===== src/rtl/core/sfr_pkg.sv =====
package sfr_pkg;

    localparam int BYTE_W      = 8;
    localparam int LEN_W       = 4;
    localparam int CMD_BYTES   = 8;
    localparam int POS_W       = $clog2(CMD_BYTES);
    localparam int WORD_W      = CMD_BYTES * BYTE_W;
    localparam int CFG_IDX_W   = 3;
    localparam int CFG_DATA_W  = 64;
    localparam int QUEUE_DEPTH = 4;
    localparam int QPTR_W      = $clog2(QUEUE_DEPTH);
    localparam int QCNT_W      = $clog2(QUEUE_DEPTH + 1);

    typedef enum logic [CFG_IDX_W-1:0] {
        CFG_NEEDLE_BYTES  = 3'd0,
        CFG_NEEDLE_LENGTH = 3'd1,
        CFG_REPL_BYTES    = 3'd2,
        CFG_REPL_LENGTH   = 3'd3
    } t_cfg_idx;

    typedef struct packed {
        logic                  we;
        logic [CFG_IDX_W-1:0]  index;
        logic [CFG_DATA_W-1:0] data;
    } t_cfg_wr;

    typedef struct packed {
        logic              last;
        logic [LEN_W-1:0]  count;
        logic [WORD_W-1:0] bytes;
    } t_cmd;

endpackage


===== src/rtl/core/stream_find_replace_core.sv =====
// Channel   Handshake          Payload
// input     i_valid / o_stall  i_in_byte, i_in_last
// output    o_valid / i_stall  o_out_byte, o_out_valid, o_out_last
// config    i_cfg_we           i_cfg_index, i_cfg_data
//
// One input byte per cycle while o_stall is low; the window compare runs in parallel in the front part.
// Each item yields 0 to 8 results, one per cycle from the back part's output register while i_stall is low.
// A four-entry command queue between the parts absorbs replacement bursts.
// Synchronous active-low reset clears the window fill, queue and output valid.
// o_stall rises only while the command queue is full.
module stream_find_replace_core
    import sfr_pkg::*;
#(
    parameter int MAX_NEEDLE_LEN  = 8,
    parameter int MAX_REPLACE_LEN = 8
) (
    input  logic                  i_clk,
    input  logic                  i_rst_n,
    input  logic                  i_cfg_we,
    input  logic [CFG_IDX_W-1:0]  i_cfg_index,
    input  logic [CFG_DATA_W-1:0] i_cfg_data,
    input  logic                  i_valid,
    output logic                  o_stall,
    input  logic [BYTE_W-1:0]     i_in_byte,
    input  logic                  i_in_last,
    output logic                  o_valid,
    input  logic                  i_stall,
    output logic [BYTE_W-1:0]     o_out_byte,
    output logic                  o_out_valid,
    output logic                  o_out_last
);

    t_cfg_wr cfg;
    t_cmd    push_cmd;
    t_cmd    head_cmd;
    logic    push;
    logic    pop;
    logic    full;
    logic    nempty;

    assign cfg.we    = i_cfg_we;
    assign cfg.index = i_cfg_index;
    assign cfg.data  = i_cfg_data;
    assign o_stall   = full;

    sfr_front #(
        .MAX_NEEDLE_LEN  (MAX_NEEDLE_LEN),
        .MAX_REPLACE_LEN (MAX_REPLACE_LEN)
    ) u_front (
        .i_clk   (i_clk),
        .i_rst_n (i_rst_n),
        .i_cfg   (cfg),
        .i_valid (i_valid),
        .i_byte  (i_in_byte),
        .i_last  (i_in_last),
        .i_full  (full),
        .o_push  (push),
        .o_cmd   (push_cmd)
    );

    sfr_queue u_queue (
        .i_clk    (i_clk),
        .i_rst_n  (i_rst_n),
        .i_push   (push),
        .i_cmd    (push_cmd),
        .i_pop    (pop),
        .o_full   (full),
        .o_nempty (nempty),
        .o_cmd    (head_cmd)
    );

    sfr_back u_back (
        .i_clk       (i_clk),
        .i_rst_n     (i_rst_n),
        .i_nempty    (nempty),
        .i_cmd       (head_cmd),
        .o_pop       (pop),
        .i_stall     (i_stall),
        .o_valid     (o_valid),
        .o_out_byte  (o_out_byte),
        .o_out_valid (o_out_valid),
        .o_out_last  (o_out_last)
    );

endmodule


===== src/rtl/core/sfr_front.sv =====
module sfr_front
    import sfr_pkg::*;
#(
    parameter int MAX_NEEDLE_LEN  = 8,
    parameter int MAX_REPLACE_LEN = 8
) (
    input  logic              i_clk,
    input  logic              i_rst_n,
    input  t_cfg_wr           i_cfg,
    input  logic              i_valid,
    input  logic [BYTE_W-1:0] i_byte,
    input  logic              i_last,
    input  logic              i_full,
    output logic              o_push,
    output t_cmd              o_cmd
);

    localparam int N = MAX_NEEDLE_LEN;

    logic [BYTE_W-1:0] r_win [N];
    logic [LEN_W-1:0]  r_fill;
    logic [WORD_W-1:0] r_needle;
    logic [LEN_W-1:0]  r_nlen;
    logic [WORD_W-1:0] r_repl;
    logic [LEN_W-1:0]  r_rlen;

    logic [BYTE_W-1:0] cand [N];
    logic [BYTE_W-1:0] n_win [N];
    logic [LEN_W-1:0]  n_fill;
    logic [N-1:0]      match;
    logic [LEN_W-1:0]  nlen_eff;
    logic [LEN_W-1:0]  rlen_eff;
    logic [LEN_W-1:0]  f1;
    logic [LEN_W-1:0]  e;
    logic              full_match;
    logic              accept;
    logic              needle_wr;

    assign accept    = i_valid && !i_full;
    assign needle_wr = i_cfg.we &&
                       (i_cfg.index inside {CFG_NEEDLE_BYTES, CFG_NEEDLE_LENGTH});

    always_comb begin
        int p;
        int k;
        int j;
        int q;
        if (r_nlen == '0) begin
            nlen_eff = LEN_W'(1);
        end else if (r_nlen > LEN_W'(N)) begin
            nlen_eff = LEN_W'(N);
        end else begin
            nlen_eff = r_nlen;
        end
        rlen_eff = (r_rlen > LEN_W'(MAX_REPLACE_LEN)) ? LEN_W'(MAX_REPLACE_LEN) : r_rlen;
        f1 = r_fill + LEN_W'(1);

        for (p = 0; p < N; p++) begin
            cand[p] = (LEN_W'(p) < r_fill) ? r_win[p] : i_byte;
        end

        for (p = 0; p < N; p++) begin
            match[p] = 1'b1;
            for (k = 0; k < N - p; k++) begin
                if ((p + k) <= int'(r_fill) &&
                    cand[p+k] != r_needle[k*BYTE_W +: BYTE_W]) begin
                    match[p] = 1'b0;
                end
            end
        end

        e = f1;
        for (p = N - 1; p >= 0; p--) begin
            if (p <= int'(r_fill) && match[p]) begin
                e = LEN_W'(p);
            end
        end
        full_match = match[0] && (f1 == nlen_eff);

        for (j = 0; j < N; j++) begin
            n_win[j] = cand[j];
            for (q = 0; q < N; q++) begin
                if (q == int'(e) + j) begin
                    n_win[j] = cand[q];
                end
            end
        end

        o_cmd.last  = i_last;
        o_cmd.bytes = '0;
        if (full_match) begin
            o_cmd.bytes = r_repl;
            o_cmd.count = rlen_eff;
            n_fill      = '0;
        end else begin
            for (p = 0; p < N; p++) begin
                o_cmd.bytes[p*BYTE_W +: BYTE_W] = cand[p];
            end
            o_cmd.count = i_last ? f1 : e;
            n_fill      = i_last ? '0 : (f1 - e);
        end
        o_push = accept && (o_cmd.count != '0 || i_last);
    end

    always_ff @(posedge i_clk) begin
        if (!i_rst_n) begin
            r_fill   <= '0;
            r_needle <= '0;
            r_nlen   <= LEN_W'(1);
            r_repl   <= '0;
            r_rlen   <= '0;
        end else begin
            if (i_cfg.we) begin
                case (i_cfg.index)
                    CFG_NEEDLE_BYTES:  r_needle <= i_cfg.data;
                    CFG_NEEDLE_LENGTH: r_nlen   <= i_cfg.data[LEN_W-1:0];
                    CFG_REPL_BYTES:    r_repl   <= i_cfg.data;
                    CFG_REPL_LENGTH:   r_rlen   <= i_cfg.data[LEN_W-1:0];
                    default: ;
                endcase
            end
            if (needle_wr) begin
                r_fill <= '0;
            end else if (accept) begin
                r_fill <= n_fill;
            end
        end
    end

    always_ff @(posedge i_clk) begin
        if (accept && !needle_wr) begin
            r_win <= n_win;
        end
    end

endmodule


===== src/rtl/core/sfr_queue.sv =====
module sfr_queue
    import sfr_pkg::*;
(
    input  logic i_clk,
    input  logic i_rst_n,
    input  logic i_push,
    input  t_cmd i_cmd,
    input  logic i_pop,
    output logic o_full,
    output logic o_nempty,
    output t_cmd o_cmd
);

    t_cmd              r_mem [QUEUE_DEPTH];
    logic [QPTR_W-1:0] r_wr;
    logic [QPTR_W-1:0] r_rd;
    logic [QCNT_W-1:0] r_cnt;
    logic              do_push;
    logic              do_pop;

    assign o_full   = (r_cnt == QCNT_W'(QUEUE_DEPTH));
    assign o_nempty = (r_cnt != '0);
    assign o_cmd    = r_mem[r_rd];
    assign do_push  = i_push && !o_full;
    assign do_pop   = i_pop && o_nempty;

    always_ff @(posedge i_clk) begin
        if (!i_rst_n) begin
            r_wr  <= '0;
            r_rd  <= '0;
            r_cnt <= '0;
        end else begin
            if (do_push) begin
                r_wr <= r_wr + QPTR_W'(1);
            end
            if (do_pop) begin
                r_rd <= r_rd + QPTR_W'(1);
            end
            case ({do_push, do_pop})
                2'b10:   r_cnt <= r_cnt + QCNT_W'(1);
                2'b01:   r_cnt <= r_cnt - QCNT_W'(1);
                default: r_cnt <= r_cnt;
            endcase
        end
    end

    always_ff @(posedge i_clk) begin
        if (do_push) begin
            r_mem[r_wr] <= i_cmd;
        end
    end

endmodule


===== src/rtl/core/sfr_back.sv =====
module sfr_back
    import sfr_pkg::*;
(
    input  logic              i_clk,
    input  logic              i_rst_n,
    input  logic              i_nempty,
    input  t_cmd              i_cmd,
    output logic              o_pop,
    input  logic              i_stall,
    output logic              o_valid,
    output logic [BYTE_W-1:0] o_out_byte,
    output logic              o_out_valid,
    output logic              o_out_last
);

    logic [POS_W-1:0]  r_pos;
    logic              r_valid;
    logic [BYTE_W-1:0] r_byte;
    logic              r_out_valid;
    logic              r_last;

    logic [POS_W-1:0]  n_pos;
    logic              adv;
    logic              is_end;
    logic [BYTE_W-1:0] sel_byte;

    assign o_valid     = r_valid;
    assign o_out_byte  = r_byte;
    assign o_out_valid = r_out_valid;
    assign o_out_last  = r_last;

    always_comb begin
        adv      = !r_valid || !i_stall;
        is_end   = (i_cmd.count == '0) ||
                   ((LEN_W'(r_pos) + LEN_W'(1)) == i_cmd.count);
        sel_byte = (i_cmd.count == '0) ? '0 : i_cmd.bytes[{r_pos, 3'b000} +: BYTE_W];
        o_pop    = adv && i_nempty && is_end;
        n_pos    = r_pos;
        if (adv && i_nempty) begin
            n_pos = is_end ? '0 : (r_pos + POS_W'(1));
        end
    end

    always_ff @(posedge i_clk) begin
        if (!i_rst_n) begin
            r_pos   <= '0;
            r_valid <= 1'b0;
        end else begin
            r_pos <= n_pos;
            if (adv) begin
                r_valid <= i_nempty;
            end
        end
    end

    always_ff @(posedge i_clk) begin
        if (adv && i_nempty) begin
            r_byte      <= sel_byte;
            r_out_valid <= (i_cmd.count != '0);
            r_last      <= i_cmd.last && is_end;
        end
    end

endmodule

===== config.mk =====
export PLATFORM = sky130hd
export DESIGN_NAME = stream_find_replace_core
export DESIGN_NICKNAME = d
export VERILOG_FILES = /design/src/rtl/core/sfr_pkg.sv /design/src/rtl/core/stream_find_replace_core.sv /design/src/rtl/core/sfr_front.sv /design/src/rtl/core/sfr_queue.sv /design/src/rtl/core/sfr_back.sv
export SDC_FILE = /design/constraint.sdc
export NUM_CORES = 1
export LEC_CHECK = 0
export BUFFER_PORTS_ARGS = -buffer_cell sky130_fd_sc_hd__buf_4
export CAP_MARGIN = 25
export CORE_MARGIN = 1.5
export CORE_UTILIZATION = 45
export CTS_BUF_LIST = sky130_fd_sc_hd__clkbuf_8 sky130_fd_sc_hd__clkbuf_16
export DETAILED_ROUTE_END_ITERATION = 16
export SLEW_MARGIN = 30
export SYNTH_ARGS = -nofsm -noshare
export SYNTH_HDL_FRONTEND = slang
export SYNTH_SLANG_ARGS = --single-unit

===== constraint.sdc =====
create_clock -name i_clk -period 8.64 [get_ports i_clk]
set_input_delay 0.864 -clock i_clk [delete_from_list [all_inputs] [get_ports i_clk]]
set_output_delay 0.864 -clock i_clk [all_outputs]
set_load 0.05 [all_outputs]

==> impl_summary.txt <==
----------------------------------------------------
[Outcome]
  Status ... complete, no violations

[Floorplanning]
  Starting utilization of the core area ... between 40% and 50%
  Die H ... about 260 um
  Number of top-level pins ... 93
  Core footprint ... 0.06716 mm^2
  Die footprint ... between 0.06 and 0.07 mm^2
  Die Span X ... 263.5 um
  FP Rows ... 95

[Global routing]
  Pin count of the biggest net entering global routing ... 84
  Number of antenna violations at the first check in global routing ... 6
  Aggregate global routing overflow ... 0
  Global-route wire length before repair ... approximately 200000 um
  Overall Global Routing Usage ... between 40% and 50%
  Via count of the first global-routing pass ... ~26000

[Clocking]
  Clock Sinks ... 503
  Htree depth ... 2
  Clock slew seen by the registers of the worst setup and hold paths ... about 0.06 ns
  TritonCTS Buffers ... 56
  Master cell of the clock root buffer ... sky130_fd_sc_hd__clkbuf_16
  Buffer levels on the longest clock path ... 3
  TritonCTS clock tree ... yes
  Setup Fix Bufs, Post-CTS ... 0
  Clock latency on the worst-skew pair ... approximately 0.64 ns
  CTS resizes ... 0
  Cts hold-fix bufs ... 0

[Logic synthesis]
  Library cell occupying the most area in the post-synthesis netlist ... sky130_fd_sc_hd__edfxtp_1
  Synthesized area ... between 0.03 and 0.04 mm^2
  Most used flip-flop cell after synthesis ... sky130_fd_sc_hd__edfxtp_1
  Number of nets in the synthesized netlist ... between 3000 and 4000
  Post-Syn Area per Cell ... 10.36 um^2
  Synth async-reset ratio ... 0%
  Area share of the largest cell type after synthesis ... between 30% and 40%
  Post-synthesis cell type count ... 100
  Sequential-to-total area share from yosys stat ... between 40% and 50%
  Most used standard cell by instance count after synthesis ... sky130_fd_sc_hd__nand2_1
  Biggest area contributors in the synthesized netlist ... sky130_fd_sc_hd__edfxtp_1, sky130_fd_sc_hd__dfxtp_1, sky130_fd_sc_hd__mux4_2, sky130_fd_sc_hd__nand2_1, sky130_fd_sc_hd__xnor2_1
  Gate count after technology mapping ... 2948
  Top cell types by occurrence after synthesis ... sky130_fd_sc_hd__nand2_1, sky130_fd_sc_hd__edfxtp_1, sky130_fd_sc_hd__xnor2_1
  Number of synthesized register bits ... between 500 and 600
  YS warnings ... 0
  Number of flops mapped to enable cells by yosys ... 350

[Place]
  IO buf count ... 92
  Post-detail-place hpwl ... approximately 110000 um
  Placer congestion estimate ... ~1.2

[Power]
  Total power per unit cell area ... roughly 190 mW/mm^2
  LEAKAGE ... around 12 nW
  Max IR drop VDD ... approximately 200 uV

[Route]
  Routed via count ... ~27000
  Antenna Violating Nets Remaining ... 0
  Violation count after the first detailed-routing iteration ... 4026
  Count of TritonRoute iterations in the first routing pass ... 6
  Overall routed net length ... about 150000 um
  Final routed wire length divided by cell count ... between 30 and 40 um
  Detail-routed via count per cell ... about 7
  Final routed DRC violation total ... 0

[Critical path]
  Type of destination of the critical path ... register
  Buffering stage count on the worst path with inverters included ... 2
  Crit Path Max Fanout ... 18
  Crit path max-delay cell type ... sky130_fd_sc_hd__or3b_1
  Family with the most delay on the worst path ... simple AND/OR/NAND/NOR gates
  Delay of the slowest cell on the worst path ... ~0.85 ns
  Type of the setup path with the least slack ... register to register
  Crit path required time ... 9.18 ns
  Critical Path AT ... between 8 and 9 ns
  Cell Chain, Critical Path ... inv_1 > ha_1 > or3b_1 > mux2i_1 > o22ai_1 > a2111oi_2 > nand4_1 > or4_4 > a21bo_4 > nor3_2 > a221o_1 > or4b_4 > o31ai_4 > ha_1 > inv_1 > fa_1 > xor2_1 > or3_1 > a21boi_0
  Kind of start point of the critical path ... register

[STA]
  Hold violation count in the final report ... 0
  Max Clk Rate ... approximately 130 MHz
  Max-slew violations ... 0
  Worst hold margin ... around 0.47 ns
  Maximum clock skew at final layout ... around 0.036 ns
  Worst slew margin ... approximately a quarter
  Shortest clock period the worst path allows after layout ... between 7 and 8 ns
  Worst-margin pin slew ... ~1.1 ns
  Final number of setup-violating endpoints ... 0
  Unrepaired setup endpoints after global routing ... no
  Setup TNS ... 0 ns
  Share of the clock period used by the worst path ... approximately 91%

[Flow run]
  Maximum Capacitance Violations ... 0

[Layout]
  Synthesis-to-layout area growth ... 12.79%
  Number of nets in the final layout ... 3095
  Fraction of layout cells with a size suffix above 1 ... around 18%
  Number of fillers in the final layout ... ~5900

[Worst hold path]
  Class of the worst hold path ... register to register

----------------------------------------------------
-- layout make-up --
class | count | area (um^2) | share of cell area [%]
multi-input cells | 2121 | 15820 | 45.93
flip-flops and latches | 503 | 13580 | 39.43
repair buffers | 238 | 1831 | 5.314
clock buffers | 62 | 1484 | 4.308
well taps | 873 | 1092 | 3.171
clock inverters | 43 | 347.8 | 1.010
inverters | 75 | 284.0 | 0.8246
diodes | 1 | 2.502 | 0.007265
-- final timing paths --
kind | from | cells past startpoint | to | slack (ns)
worst max register to register | u_front.r_fill[0] | 19 | u_queue.r_cnt[2] | 0.79
worst min register to register | u_front.r_repl[55] | 2 | u_front.r_repl[55] | 0.47
worst max-delay path | u_front.r_fill[0] | 19 | u_queue.r_cnt[2] | 0.79
worst min-delay path | u_front.r_repl[55] | 2 | u_front.r_repl[55] | 0.47
-- cells by family (layout without fill, tap and decap cells) --
group | count (synthesis) | count (layout) | share of synthesized area, %
AO/OA/AOI/OAI | 685 | 685 | 15.92
adder cells (fa/ha/maj) | 19 | 19 | 0.8276
XOR/XNOR | 280 | 280 | 8.031
multiplexers | 276 | 276 | 13.07
other | 0 | 1 | 0
buffers and inverters | 324 | 418 | 4.380
flip-flops | 503 | 503 | 44.45
AND/OR/NAND/NOR | 861 | 861 | 13.33
-- metrics by stage --
step	power (mW)	area, um^2	instances	utilization, %	worst slack [ns]
after floorplan	3.710	30540	2948	-	1.071
after global placement	4.222	32510	3807	48.41	0.4121
after detailed placement	4.252	32590	3810	48.53	0.9546
after CTS	6.609	34420	3915	51.26	0.9379
after global routing	6.779	34440	3915	51.28	0.4455
final	6.619	34440	3916	51.29	0.7930
-- cell usage in the layout, fill, tap and decap left out, drive strengths merged, types with 16 or more instances in the layout --
cell type	Yosys	final
a21boi	134	134
clkbuf	172	62
xor2	109	109
nor3	35	35
o22ai	44	44
mux4	85	85
or3	16	16
mux2	81	81
a31oi	20	20
inv	74	99
mux2i	110	110
nand2	417	417
o2111ai	16	16
nor2b	26	26
nand4	31	31
buf	77	238
nor2	137	137
a221o	20	20
nand2b	25	25
dfxtp	153	153
nor4	38	38
o221ai	24	24
ha	17	17
a21oi	105	105
a221oi	32	32
xnor2	171	171
o21ai	115	115
nand3	53	53
a211oi	43	43
and2	22	22
edfxtp	350	350
-- tightest hold or removal path, stage by stage (launching register included) --
cell and delay (ns):
sky130_fd_sc_hd__dfxtp_1 0.31, sky130_fd_sc_hd__nand2_1 0.05, sky130_fd_sc_hd__a21boi_0 0.06
-- sequential cells by signal, summed over array words and instances, names as in the netlist, 3 cells and up, named ones only --
signal             cells
u_queue.r_mem        276
u_front.r_needle      64
u_front.r_repl        64
u_front.r_win         64
u_back.o_out_byte      8
u_front.r_fill         4
u_front.r_nlen         4
u_front.r_rlen         4
u_back.r_pos           3
u_queue.r_cnt          3
-- metal layers --
layer  vias up  track usage (%)  wire (um)
li1      11040                -          -
met1     13410            56.64      58930
met2      1943            62.26      63580
met3       506            11.24      17280
met4         2            25.40      11060
met5         -                0         13
-- power breakdown --
part	total, mW	switching [mW]	leakage (nW)	internal (mW)
logic	1.29	0.799	6.33	0.490
registers	2.95	0.164	4.48	2.79
clock network	2.38	1.02	0.968	1.36
total	6.62	1.98	11.8	4.63
No activity file was read; power rests on OpenSTA's default activity.
